`config.mk`:
```
export PLATFORM = sky130hd
export DESIGN_NAME = sbq_desc_ram
export DESIGN_NICKNAME = d
export VERILOG_FILES = /design/src/sbq_pkg.sv /design/src/sbq_desc_ram.sv
export SDC_FILE = /design/constraint.sdc
export NUM_CORES = 1
export LEC_CHECK = 0
export BUFFER_PORTS_ARGS = -buffer_cell sky130_fd_sc_hd__buf_4
export CORE_MARGIN = 1
export CORE_UTILIZATION = 41
export DETAILED_ROUTE_END_ITERATION = 8
export PLACE_DENSITY = 0.58
export SETUP_SLACK_MARGIN = 0.05
export SLEW_MARGIN = 40
export SYNTH_ARGS = -nofsm -noshare
export SYNTH_HDL_FRONTEND = slang
export SYNTH_SLANG_ARGS = --single-unit
```
`constraint.sdc`:
```
create_clock -name clk -period 2.2 [get_ports clk]
set_input_delay 0.33 -clock clk [delete_from_list [all_inputs] [get_ports clk]]
set_output_delay 0.33 -clock clk [all_outputs]
set_load 0.005 [all_outputs]
```
`src/sbq_pkg.sv`:
```
// ---------------------------------------------------------------------------
// sbq_pkg: shared definitions for the shared block queue manager
// Word layouts, action and status codes, and parameter defaults.
// ---------------------------------------------------------------------------
package sbq_pkg;

  localparam int DEF_QUEUES     = 16;
  localparam int DEF_BLOCKS     = 256;
  localparam int DEF_BLOCK_SIZE = 64;

  localparam logic [1:0] ACT_PUT     = 2'd0;
  localparam logic [1:0] ACT_DRAIN   = 2'd1;
  localparam logic [1:0] ACT_QUOTA   = 2'd2;
  localparam logic [1:0] ACT_CLEANUP = 2'd3;

  localparam logic [2:0] ST_OK      = 3'd0;
  localparam logic [2:0] ST_QUOTA   = 3'd1;
  localparam logic [2:0] ST_NOBLK   = 3'd2;
  localparam logic [2:0] ST_DROPPED = 3'd3;
  localparam logic [2:0] ST_EMPTY   = 3'd4;

  typedef struct packed {
    logic [1:0]  action;
    logic [3:0]  queue;
    logic [7:0]  data_byte;
    logic        msg_start;
    logic [15:0] message_len;
    logic [15:0] quota_value;
  } in_t;

  typedef struct packed {
    logic [2:0]  status;
    logic [7:0]  out_byte;
    logic        queue_now_empty;
    logic [14:0] buffered_bytes;
    logic [8:0]  free_blocks;
  } out_t;

endpackage

```
`src/sbq_desc_ram.sv`:
```
// ---------------------------------------------------------------------------
// sbq_desc_ram: queue descriptor memory
// One write port and one registered read port, one entry per queue.
// ---------------------------------------------------------------------------
module sbq_desc_ram import sbq_pkg::*; #(
  parameter int DEPTH = DEF_QUEUES,
  parameter int AW    = 4,
  parameter int DW    = 8
) (
  input  logic          clk,
  input  logic          we,
  input  logic [AW-1:0] waddr,
  input  logic [DW-1:0] wdata,
  input  logic [AW-1:0] raddr,
  output logic [DW-1:0] rdata
);

  logic [DW-1:0] mem [DEPTH];

  always_ff @(posedge clk) begin
    if (we) begin
      mem[waddr] <= wdata;
    end
    rdata <= mem[raddr];
  end

endmodule

```
Yosys cells after proc, flatten, opt, wreduce, memory -nomap -nowiden
Memory sizes are Yosys's and may differ from the RTL's. A register that Yosys moved wholly into a read port is not among the register bits.
Cells that the tools add are included.
{ "totals": {"regBits": 0, "latchBits": 0, "ram_bits": 128, "rom_bits": 0, "inputBits": 18, "out_inout_bits": 8, "elab_cells": 3, "memories": 1} }
{ "mem_list": {"columns": ["name", "depth", "width", "rd", "rd_clocked_by_memory_dff", "wr", "line", "rtl"], "rows": [
  ["mem", 16, 8, 1, 1, 1, "sbq_desc_ram.sv:18", "logic [DW-1:0] mem [DEPTH];"]
]} }
{ "classes": {"add_sub_neg": 0, "n_mul": 0, "div_mod_pow": 0, "magnitude_cmp": 0, "n_eq_ne": 0, "n_shift": 0, "mux": 2, "n_bitwise": 0, "reduce_logical": 0} }
{ "op_table": {"columns": ["cell", "count"], "rows": [
  ["2-to-1 mux 1 bit", 2]
]} }

Logic depth before layout (Yosys ltp)
{ "depth": {"word_depth": 2, "ltp_mapped": 5, "ltp_nobuf": 3} }

Least setup slack after synthesis
No wires, ideal clock.
{ "synth_timing": {"path_kind": "input port to flip-flop", "start": "input port waddr[2]", "end": "memory mem[0][0] (enable)", "setup_time_ns": 0.383, "arrival_time_ns": 1.440, "required_time_ns": 1.817, "setup_slack_ns": 0.377, "path_stages": 2, "path_buffers": 0, "cell_sequence": "or3b_2 > nor3_1"} }
{ "synth_rtl": {"columns": ["element", "line", "rtl"], "rows": [
  ["start: declaration", "sbq_desc_ram.sv:12", "input logic [AW-1:0] waddr,"],
  ["end: declaration", "sbq_desc_ram.sv:18", null]
]} }
No word-level cell before the write port.

==> qor.csv <==
metric,value,unit
outcome,"complete, no violations",
Synth cell types,19,
TritonCTS sink count,136,
type of the most critical hold path,in2reg,
root buffer cell,sky130_fd_sc_hd__clkbuf_16,
layout-stage area growth over the synthesis result,20.6,%
Port-buffer cells,25,
worst-margin pin slew,0.658,ns
GP Congestion,0.679,
total number of H-tree levels,4,
total CTS buffers,17,
maximum clock skew at final layout,0.00483,ns
post-route core utilization,51.3,%
maximum fanout along the worst path,1,
GRT Resource Usage Total,17.5,%
final HPWL from detailed placement,6270,um
data arrival time of the worst path,1.66,ns
width of the chip,114,um
number of nets in the layout,301,
required arrival time at the worst endpoint,2.49,ns
average cell area after synthesis,22.5,um2
Seq cells post-synth,136,
wire per inst,21.7,um
Post-CTS Hold Buffers,0,
Overall Power,0.00598,W
VDD IR max,0.648,mV
Slew Limit Fails,0,
initial core utilization,42.5,%
die footprint,13000,um2
count of antenna-violating nets left after detailed routing,0,
final setup TNS,0,ns
quantity of gates resized following cts,0,
RSZ-0062 raised after global routing,false,
P per Cell Area,963,nW/um2
endpoints failing hold,0,
post-CTS setup buffer count,0,
Netlist Area Pre-Place,5150,um2
vias,2411,
Via-to-Cell Ratio,5.20,
Slew HR,56.0,%
Hold Slack,0.225,ns
Yosys warning total,0,
pin count of the biggest net entering global routing,33,
Fmax achieved,729,MHz
initial antenna violation count,0,
insertion delay to the later sink of the worst-skew pair,0.40,ns
die height,114,um
TritonCTS clock tree,yes,
Synthesized Nets,247,
num ports,26,
first-pass iteration count of the detailed router,4,
maximum count of clock buffers along a single path,2,
final critical-path required period,1.37,ns
Placement Rows,40,
fill cell instance count of the final layout,1001,
DRT Wirelength,10100,um
total core area,12100,um2
wire length of the first global-routing pass,15700,um
"Seq/Total Area, Yosys",77.8,%
Worst-path clk slew,0.06,ns
count of antenna diodes in the layout,0,
drt drc,0,
synthesized netlist cell count,229,
leakage power,2.09,nW
element type at the critical path end,register,
Critical Path Start Type,register,
Setup Viol. Count Final,0,
first-iteration detailed-routing DRC count,200,
number of global-route vias before repair,2560,
final worst-path cycle share,62.3,%
Maximum Capacitance Violations,0,
final global-route overflow total,0,
share of final-layout standard cells stronger than drive strength 1,31.4,%
type of the worst setup path,reg2reg,
[power by group]
part,switching [W],total [W],leakage [nW],internal (W)
sequential,0.0000153,0.00291,1.22,0.00290
combinational,0.000151,0.000284,0.601,0.000133
clock,0.00102,0.00278,0.269,0.00176
total,0.00118,0.00598,2.09,0.00479
[through the flow]
stage	cell area, um2	std cells	setup slack [ns]
after global routing	6210	464	0.709
after CTS	6210	464	0.815
after floorplan	5150	229	0.377
after global placement	5620	432	0.393
after detailed placement	5620	432	0.394
final	6210	464	0.829
[metal layers]
metal | vias to the layer above | part of all wire [%] | GRT usage (%)
met3 | 12 | 5.9 | 4.04
met2 | 68 | 48 | 27.2
li1 | 1079 | - | -
met5 | - | 0 | 0
met4 | 0 | 1.6 | 7.27
met1 | 1252 | 44 | 24.0
[cell usage after synthesis]
cell type,count,area share (%)
sky130_fd_sc_hd__buf_4,1,0.15
sky130_fd_sc_hd__and2_1,1,0.12
sky130_fd_sc_hd__mux4_2,18,7.9
sky130_fd_sc_hd__nand3b_1,2,0.29
sky130_fd_sc_hd__clkdlybuf4s25_2,3,0.58
sky130_fd_sc_hd__nand3_1,1,0.097
sky130_fd_sc_hd__nand2_1,9,0.66
sky130_fd_sc_hd__nor2b_1,1,0.12
sky130_fd_sc_hd__nand2b_1,2,0.24
sky130_fd_sc_hd__or3b_2,1,0.17
sky130_fd_sc_hd__buf_2,3,0.29
sky130_fd_sc_hd__edfxtp_1,128,75
sky130_fd_sc_hd__and2b_1,1,0.15
sky130_fd_sc_hd__mux4_1,14,7.1
sky130_fd_sc_hd__dfxtp_1,8,3.1
sky130_fd_sc_hd__nor3_1,4,0.39
sky130_fd_sc_hd__buf_6,3,0.66
sky130_fd_sc_hd__a22oi_1,16,2.3
sky130_fd_sc_hd__nor2_1,13,0.95
[worst max-delay path, stage by stage, from the launching register on]
cell and delay, ns:
sky130_fd_sc_hd__edfxtp_1 0.37, sky130_fd_sc_hd__mux4_2 0.47, sky130_fd_sc_hd__a22oi_1 0.33, sky130_fd_sc_hd__nand2_1 0.08
[cell type report]
class,count,area (um2),area share [%]
Multi-Input combinational cell,83,1060,17.0
Timing Repair Buffer,45,350,5.64
Tap cell,168,210,3.39
Clock inverter,14,158,2.54
Clock buffer,18,429,6.91
Sequential cell,136,4000,64.5
[layout by cell type, fill, tap and decap left out]
master	count
sky130_fd_sc_hd__a22oi_1	16
sky130_fd_sc_hd__nand2b_1	2
sky130_fd_sc_hd__mux4_1	14
sky130_fd_sc_hd__clkinv_2	3
sky130_fd_sc_hd__and2b_1	1
sky130_fd_sc_hd__nand3b_1	2
sky130_fd_sc_hd__bufinv_16	3
sky130_fd_sc_hd__clkinvlp_4	6
sky130_fd_sc_hd__buf_4	44
sky130_fd_sc_hd__nor2b_1	1
sky130_fd_sc_hd__clkbuf_16	17
sky130_fd_sc_hd__and2_1	1
sky130_fd_sc_hd__nor2_1	13
sky130_fd_sc_hd__mux4_2	18
sky130_fd_sc_hd__nand2_1	9
sky130_fd_sc_hd__buf_12	1
sky130_fd_sc_hd__clkbuf_1	1
sky130_fd_sc_hd__clkinv_1	2
sky130_fd_sc_hd__or3b_2	1
sky130_fd_sc_hd__dfxtp_1	8
sky130_fd_sc_hd__edfxtp_1	128
sky130_fd_sc_hd__nor3_1	4
sky130_fd_sc_hd__nand3_1	1
[flip-flops by register name, summed over array words and instances (netlist names)]
signal / count
mem: 128
rdata: 8
[final timing paths]
path	depth (start not counted)	end	start	slack (ns)
setup / recovery	3	rdata[4]	mem[2][4]	0.83
hold reg to reg	3	rdata[4]	mem[15][4]	0.67
setup reg to reg	3	rdata[4]	mem[2][4]	0.83
hold / removal	1	mem[2][6]	wdata[6]	0.23
[cell families (layout without fill, tap and decap cells)]
| group | count (synthesis) | count (layout) | synth area share [%] |
|---|---|---|---|
| simple gates | 35 | 35 | 3.18 |
| compound gates | 16 | 16 | 2.33 |
| flops | 136 | 136 | 77.8 |
| buf+inv | 10 | 77 | 1.68 |
| mux | 32 | 32 | 15.0 |
(Power assumes the default switching activity.)
