File: src/sbq_pkg.sv
// ---------------------------------------------------------------------------
// sbq_pkg: shared definitions for the shared block queue manager
// Word layouts, action and status codes, and parameter defaults.
// ---------------------------------------------------------------------------
package sbq_pkg;

  localparam int DEF_QUEUES     = 16;
  localparam int DEF_BLOCKS     = 256;
  localparam int DEF_BLOCK_SIZE = 64;

  localparam logic [1:0] ACT_PUT     = 2'd0;
  localparam logic [1:0] ACT_DRAIN   = 2'd1;
  localparam logic [1:0] ACT_QUOTA   = 2'd2;
  localparam logic [1:0] ACT_CLEANUP = 2'd3;

  localparam logic [2:0] ST_OK      = 3'd0;
  localparam logic [2:0] ST_QUOTA   = 3'd1;
  localparam logic [2:0] ST_NOBLK   = 3'd2;
  localparam logic [2:0] ST_DROPPED = 3'd3;
  localparam logic [2:0] ST_EMPTY   = 3'd4;

  typedef struct packed {
    logic [1:0]  action;
    logic [3:0]  queue;
    logic [7:0]  data_byte;
    logic        msg_start;
    logic [15:0] message_len;
    logic [15:0] quota_value;
  } in_t;

  typedef struct packed {
    logic [2:0]  status;
    logic [7:0]  out_byte;
    logic        queue_now_empty;
    logic [14:0] buffered_bytes;
    logic [8:0]  free_blocks;
  } out_t;

endpackage

File: src/sbq_link_ram.sv
// ---------------------------------------------------------------------------
// sbq_link_ram: block link memory
// Holds the next block of every block, for queue chains and the free list.
// ---------------------------------------------------------------------------
module sbq_link_ram import sbq_pkg::*; #(
  parameter int DEPTH = DEF_BLOCKS,
  parameter int AW    = 8
) (
  input  logic          clk,
  input  logic          we,
  input  logic [AW-1:0] waddr,
  input  logic [AW-1:0] wdata,
  input  logic [AW-1:0] raddr,
  output logic [AW-1:0] rdata
);

  logic [AW-1:0] mem [DEPTH];

  always_ff @(posedge clk) begin
    if (we) begin
      mem[waddr] <= wdata;
    end
    rdata <= mem[raddr];
  end

endmodule

File: config.mk
export PLATFORM = sky130hd
export DESIGN_NAME = sbq_link_ram
export DESIGN_NICKNAME = d
export VERILOG_FILES = /design/src/sbq_pkg.sv /design/src/sbq_link_ram.sv
export SDC_FILE = /design/constraint.sdc
export NUM_CORES = 2
export LEC_CHECK = 0
export ABC_CLOCK_PERIOD_IN_PS = 3190
export BUFFER_PORTS_ARGS = -buffer_cell sky130_fd_sc_hd__buf_4
export CORE_UTILIZATION = 30
export CTS_BUF_LIST = sky130_fd_sc_hd__clkbuf_8
export DETAILED_ROUTE_END_ITERATION = 6
export GPL_TIMING_DRIVEN = 0
export PLACE_DENSITY = 0.5
export SETUP_SLACK_MARGIN = 0.05
export SLEW_MARGIN = 20
export SYNTH_ARGS = -nofsm -noshare
export SYNTH_HDL_FRONTEND = slang
export SYNTH_SLANG_ARGS = --single-unit
export TNS_END_PERCENT = 100
File: constraint.sdc
create_clock -name clk -period 3.19 [get_ports clk]
set_clock_uncertainty 0.1 [all_clocks]
set_input_delay 0.638 -clock clk [delete_from_list [all_inputs] [get_ports clk]]
set_output_delay 0.638 -clock clk [all_outputs]
set_load 0.02 [all_outputs]
Yosys cells after proc, flatten, opt, wreduce, memory -nomap -nowiden:

Memory sizes are Yosys's and may differ from the RTL's. A register that Yosys moved wholly into a read port is not among the register bits.
Index checks and enable logic that the tools add are counted.

* word-level logic and storage cells: 3
* latch bits: 0
* register bits after elaboration: 0
* RAM bits: 2048
* bits of input ports: 26
* memories kept: 1
* output and inout port bits: 8
* bits in read-only memories: 0

* reduce and logical (&&, ||, !) cells: 0
* $lt $le $gt $ge: 0
* add/sub/neg operators: 0
* equal/unequal tests: 0
* multiply operators: 0
* muxes and demuxes: 2
* divide/modulo/power cells: 0
* bitwise logic cells: 0
* shifts and indexed selects: 0

Memory list
* mem: words 256, width 8, read ports 1, clocked after memory_dff 1, wr ports 1, RTL line sbq_link_ram.sv:17 `logic [AW-1:0] mem [DEPTH];`

Operator list (number)
* two-way mux 1 bit: 2

Depth between registers and ports, before layout:

* word-level depth: 2
* gate-level depth with buffers: 11
* mapped depth without buffers: 6

Least setup slack after synthesis:

Ideal clock, no wire load.

* kind: input to register
* start point: in raddr[0]
* end point: reg rdata[2], read port of mem
* setup time: 0.131 ns
* cell stages on the path: 9
* required time: 2.959 ns
* buffers on the path: 4
* data arrival time: 2.445 ns
* slack: 0.514 ns
* cell sequence: buf_6 buf_12 buf_8 buf_2 mux4_2 a22oi_1 a21oi_1 nor4_1 nor4_2

RTL lines
* from (decl): RTL line sbq_link_ram.sv:13 `input logic [AW-1:0] raddr,`
* to (decl): RTL line sbq_link_ram.sv:14 `output logic [AW-1:0] rdata`

Worst setup path after layout:

* start point: in waddr[1]
* end point: mem mem[142][1], enable pin

RTL lines
* from (decl): RTL line sbq_link_ram.sv:11 `input logic [AW-1:0] waddr,`
* to (decl): RTL line sbq_link_ram.sv:17

No word-level cell before the write port.

==> run summary <==
The run finished, with violations left. The checks that failed: setup timing. At the end of routability-driven placement, the weighted congestion stood at around 0.90. The layer with the highest usage is met2. The total I/O pin count is 34.

Clock-pin slew was measured on the worst setup and hold paths at approximately 60 ps. The commonest cells after synthesis are 2048 x sky130_fd_sc_hd__edfxtp_1, 454 x sky130_fd_sc_hd__mux4_2, 282 x sky130_fd_sc_hd__nor2_1, 134 x sky130_fd_sc_hd__mux2i_1, 133 x sky130_fd_sc_hd__a22oi_1. Setup repair after global routing could not meet its margin everywhere. From left edge to right edge, the die measures between 500 and 600 um.

The final-layout fill cell count came out at 24730. Dividing the detail-routed wire length by the instance count gives roughly 34 um. The final hold violation count is 0. The summed area of non-filler cells in the final layout came out at 0.09221 mm^2. The tree is rooted in a sky130_fd_sc_hd__clkbuf_8. In this run the power density over the cells is about 600 mW/mm^2. Wires add up to approximately 270000 um. The cell area that synthesis handed to floorplanning was roughly 0.080 mm^2. The H-tree was split into 5 levels. The setup check on the worst reg-to-reg path leaves a slack of 280 ps. The number of global-route vias before repair is between 40000 and 50000. After detailed placement, the total cell area comes to around 0.085 mm^2. Of all cell types, the one taking the most synthesized area is sky130_fd_sc_hd__edfxtp_1. The count of routing violations after the opening detailed-route iteration is 5592.

The number of nets in the layout came out at approximately 4200. The first TritonRoute pass finished after 6 iterations. The global routing usage on met1 is 0.2647. The footprint of the multi-input gates is between 0.015 and 0.02 mm^2. The CTS sink count is ~2000.

The number of non-filler instances in the completed layout came out at ~8000. The count of flip-flops with a built-in enable after synthesis is 2048. Among all flip-flop cells after synthesis, the most frequent one is sky130_fd_sc_hd__edfxtp_1. The path class of the lowest-slack min-delay path is primary input to flop. The final setup violation count came out at 31. The largest net degree at the start of global routing is about 120. The number of synthesized register bits is between 2000 and 2500. The initialized floorplan defines around 190 standard-cell rows.

In this run the worst path has a maximum fanout of 10. The worst setup path is launched from a primary input. The first global-routing pass estimated around 360000 um of wire. The number of buffers created by CTS is between 300 and 400.

The netlist uses 55 different library cells. The number of antenna violations at the first check in global routing came out at 25. Yosys attributes the largest share of cell area to sky130_fd_sc_hd__edfxtp_1 77%, sky130_fd_sc_hd__mux4_2 13%, sky130_fd_sc_hd__mux2i_1 1.7%.

The measured slew at the worst slew-check pin came out at approximately 1200 ps. The overall routing resource usage came out at 0.1980. The DRC violations left is 0. The via total after detailed routing is approximately 42000. The worst path required time came out at approximately 3700 ps. The met2 usage came out at 0.3117. The effective utilization at floorplan came out at 0.3025. The total instance count after detailed placement came out at 7320. The area taken by flip-flops and latches is between 0.06 and 0.07 mm^2. The most critical setup path has its endpoint at mem[142][1]. At the worst endpoint, the arrival time is 3800 ps. Synthesis produced a netlist with a net count of about 3800.

The die span in y came out at about 520 um. Of all flip-flops after synthesis, the portion carrying an async set or reset was 0. The latest clock arrival within the worst-skew pair is ~1100 ps. The total number of yosys warnings is 0. The achievable clock frequency came out at around 0.31 GHz. TritonCTS built the clock tree. The kind of end point of the critical path is a flop. The most critical setup path has its startpoint at waddr[1]. Setup total negative slack on the finished layout was measured at -1075 ps. The worst reg2reg path endpoint is rdata[2].

The gate count after technology mapping came out at approximately 3700. The post-placement setup slack is -2240 ps. Counting I/O delays and the setup requirement, the final critical path takes about 3300 ps. After detailed routing, the number of vias per cell comes to around 5.3.

By startpoint and endpoint, the worst setup path is classified as primary input to flop. The sum of net half-perimeters after detailed placement came out at roughly 180000 um. Measured against its own limit, the worst slew margin works out to 0.1682. The final clock period utilization by the worst path is 1.024. The maximum ir drop on the vdd rail is 0.3194 mV. For this run, global-route usage on met3 was measured as 0.05010. Once layout is complete, the utilization of the core stands at 0.3506.

The relative area change from synthesis to final layout is 15.90%. For this run, the register share of the synthesized area comes to 0.7750. The count of port buffers added during placement came out at 26. The number of max-slew violations in the final report came out at 0. The most common cell in the netlist is sky130_fd_sc_hd__edfxtp_1. The die covers about 0.27 mm^2. The region available for standard cell placement spans about 0.26 mm^2.

The fraction of layout cells with a size suffix above 1 came out at 0.2674. The share of Yosys cell area claimed by the top area cell type is 0.7730. Max-cap violations in this run came to 0. The startpoint identified for the worst register-to-register timing path is mem[139][2]. The per-instance average area after synthesis is 21.31 um^2.

The maximum number of buffers from clock root to sink came out at 4. For the worst flop-to-flop path, the logic depth is 7. The leakage power total came out at 0.02856 uW. Once detail routing completed, the nets flagged for antenna violations numbered 0. Setup slack on the critical path of the routed design comes to -75.80 ps.

The total global routing overflow came out at 0.
how the worst min path moves through the flow:
| stage | startpoint | end | slack (ps) | depth (start not counted) |
|---|---|---|---|---|
| floorplan | wdata[0] | mem[0][0] | 640 | 0 |
| global placement | rdata[3] | rdata[3] | 960 | 1 |
| detailed placement | wdata[3] | mem[130][3] | 770 | 1 |
| CTS | wdata[1] | mem[72][1] | 60 | 2 |
| global route | wdata[1] | mem[80][1] | 110 | 2 |
| finish | wdata[1] | mem[67][1] | 120 | 2 |
flip-flops by register name (all words and copies together), names as in the netlist:
register and cells:
rdata 8, mem 2048
metal layers:
| metal | part of all wire | vias to the layer above | wire length (um) |
|---|---|---|---|
| li1 | - | 16680 | - |
| met1 | 0.41 | 22880 | 108400 |
| met2 | 0.47 | 2217 | 124600 |
| met3 | 0.091 | 496 | 24180 |
| met4 | 0.036 | 6 | 9583 |
| met5 | 0.00016 | - | 42 |
area by class of cell:
class,instances,share of cell area
inverter,2,0.00008141
timing repair buffer,81,0.01536
antenna,16,0.0004342
clock buffer,366,0.05463
sequential,2056,0.6687
multi-input combinational,1442,0.1834
clock inverter,253,0.01250
tap,3515,0.04770
buffer,232,0.01718
power breakdown:
group          switching (uW)  internal, uW
Combinational            2420          1100
Clock                   10800         11000
Sequential               18.3         29800
cell families after synthesis:
kind of cell | share of synthesized area
AOI/OAI and AO/OA | 0.03419
and+or+nand+nor | 0.02628
muxes | 0.1462
DFF | 0.7750
buffers and inverters | 0.01831
cells in the final DEF, fill, tap and decap left out, types with 9 or more instances in the layout:
| cell type | Yosys | final |
|---|---|---|
| sky130_fd_sc_hd__clkinv_2 | 0 | 32 |
| sky130_fd_sc_hd__o22ai_1 | 28 | 28 |
| sky130_fd_sc_hd__nor3_1 | 22 | 13 |
| sky130_fd_sc_hd__clkbuf_8 | 0 | 366 |
| sky130_fd_sc_hd__clkbuf_1 | 111 | 52 |
| sky130_fd_sc_hd__edfxtp_1 | 2048 | 2048 |
| sky130_fd_sc_hd__buf_8 | 13 | 21 |
| sky130_fd_sc_hd__buf_4 | 27 | 64 |
| sky130_fd_sc_hd__nand3_1 | 34 | 33 |
| sky130_fd_sc_hd__a22oi_1 | 133 | 132 |
| sky130_fd_sc_hd__o221ai_1 | 46 | 43 |
| sky130_fd_sc_hd__buf_16 | 0 | 32 |
| sky130_fd_sc_hd__nor2_1 | 282 | 268 |
| sky130_fd_sc_hd__inv_1 | 1 | 115 |
| sky130_fd_sc_hd__nor2b_1 | 31 | 30 |
| sky130_fd_sc_hd__nor4_4 | 0 | 11 |
| sky130_fd_sc_hd__buf_2 | 31 | 30 |
| sky130_fd_sc_hd__mux2i_1 | 134 | 134 |
| sky130_fd_sc_hd__nor3_2 | 0 | 9 |
| sky130_fd_sc_hd__diode_2 | 0 | 16 |
| sky130_fd_sc_hd__clkinv_1 | 1 | 95 |
| sky130_fd_sc_hd__nand2_1 | 33 | 33 |
| sky130_fd_sc_hd__o21ai_0 | 10 | 10 |
| sky130_fd_sc_hd__clkbuf_2 | 0 | 55 |
| sky130_fd_sc_hd__buf_12 | 8 | 15 |
| sky130_fd_sc_hd__nand4_1 | 10 | 10 |
| sky130_fd_sc_hd__mux4_2 | 454 | 454 |
| sky130_fd_sc_hd__a211oi_1 | 16 | 14 |
| sky130_fd_sc_hd__a21oi_1 | 96 | 96 |
| sky130_fd_sc_hd__o211ai_1 | 10 | 10 |
| sky130_fd_sc_hd__nor2_2 | 0 | 14 |
| sky130_fd_sc_hd__buf_6 | 21 | 22 |
| sky130_fd_sc_hd__nor4_2 | 3 | 10 |
through the flow:
step / hold slack [ps] / total power [uW]
finish: 122.8 / 55100
global route: 109.0 / 56580
CTS: 59.08 / 55370
detailed placement: 772.4 / 33770
global placement: 958.4 / 33640
floorplan: 636.9 / 31840
critical path: stages:
cell and delay, ps:
sky130_fd_sc_hd__clkbuf_1 440, sky130_fd_sc_hd__nor2b_1 220, sky130_fd_sc_hd__clkbuf_1 500, sky130_fd_sc_hd__nand4_1 600
sky130_fd_sc_hd__clkbuf_2 570, sky130_fd_sc_hd__buf_16 310, sky130_fd_sc_hd__nor2_2 510
repair_timing:
item                       4_1_cts  5_1_grt
resized for setup               81       30
pin swaps                        2        0
hold endpoints to repair       269        0
hold buffers                     7        0
buffers inserted                 2        0
setup endpoints to repair       23       32
(Power assumes the default switching activity.)
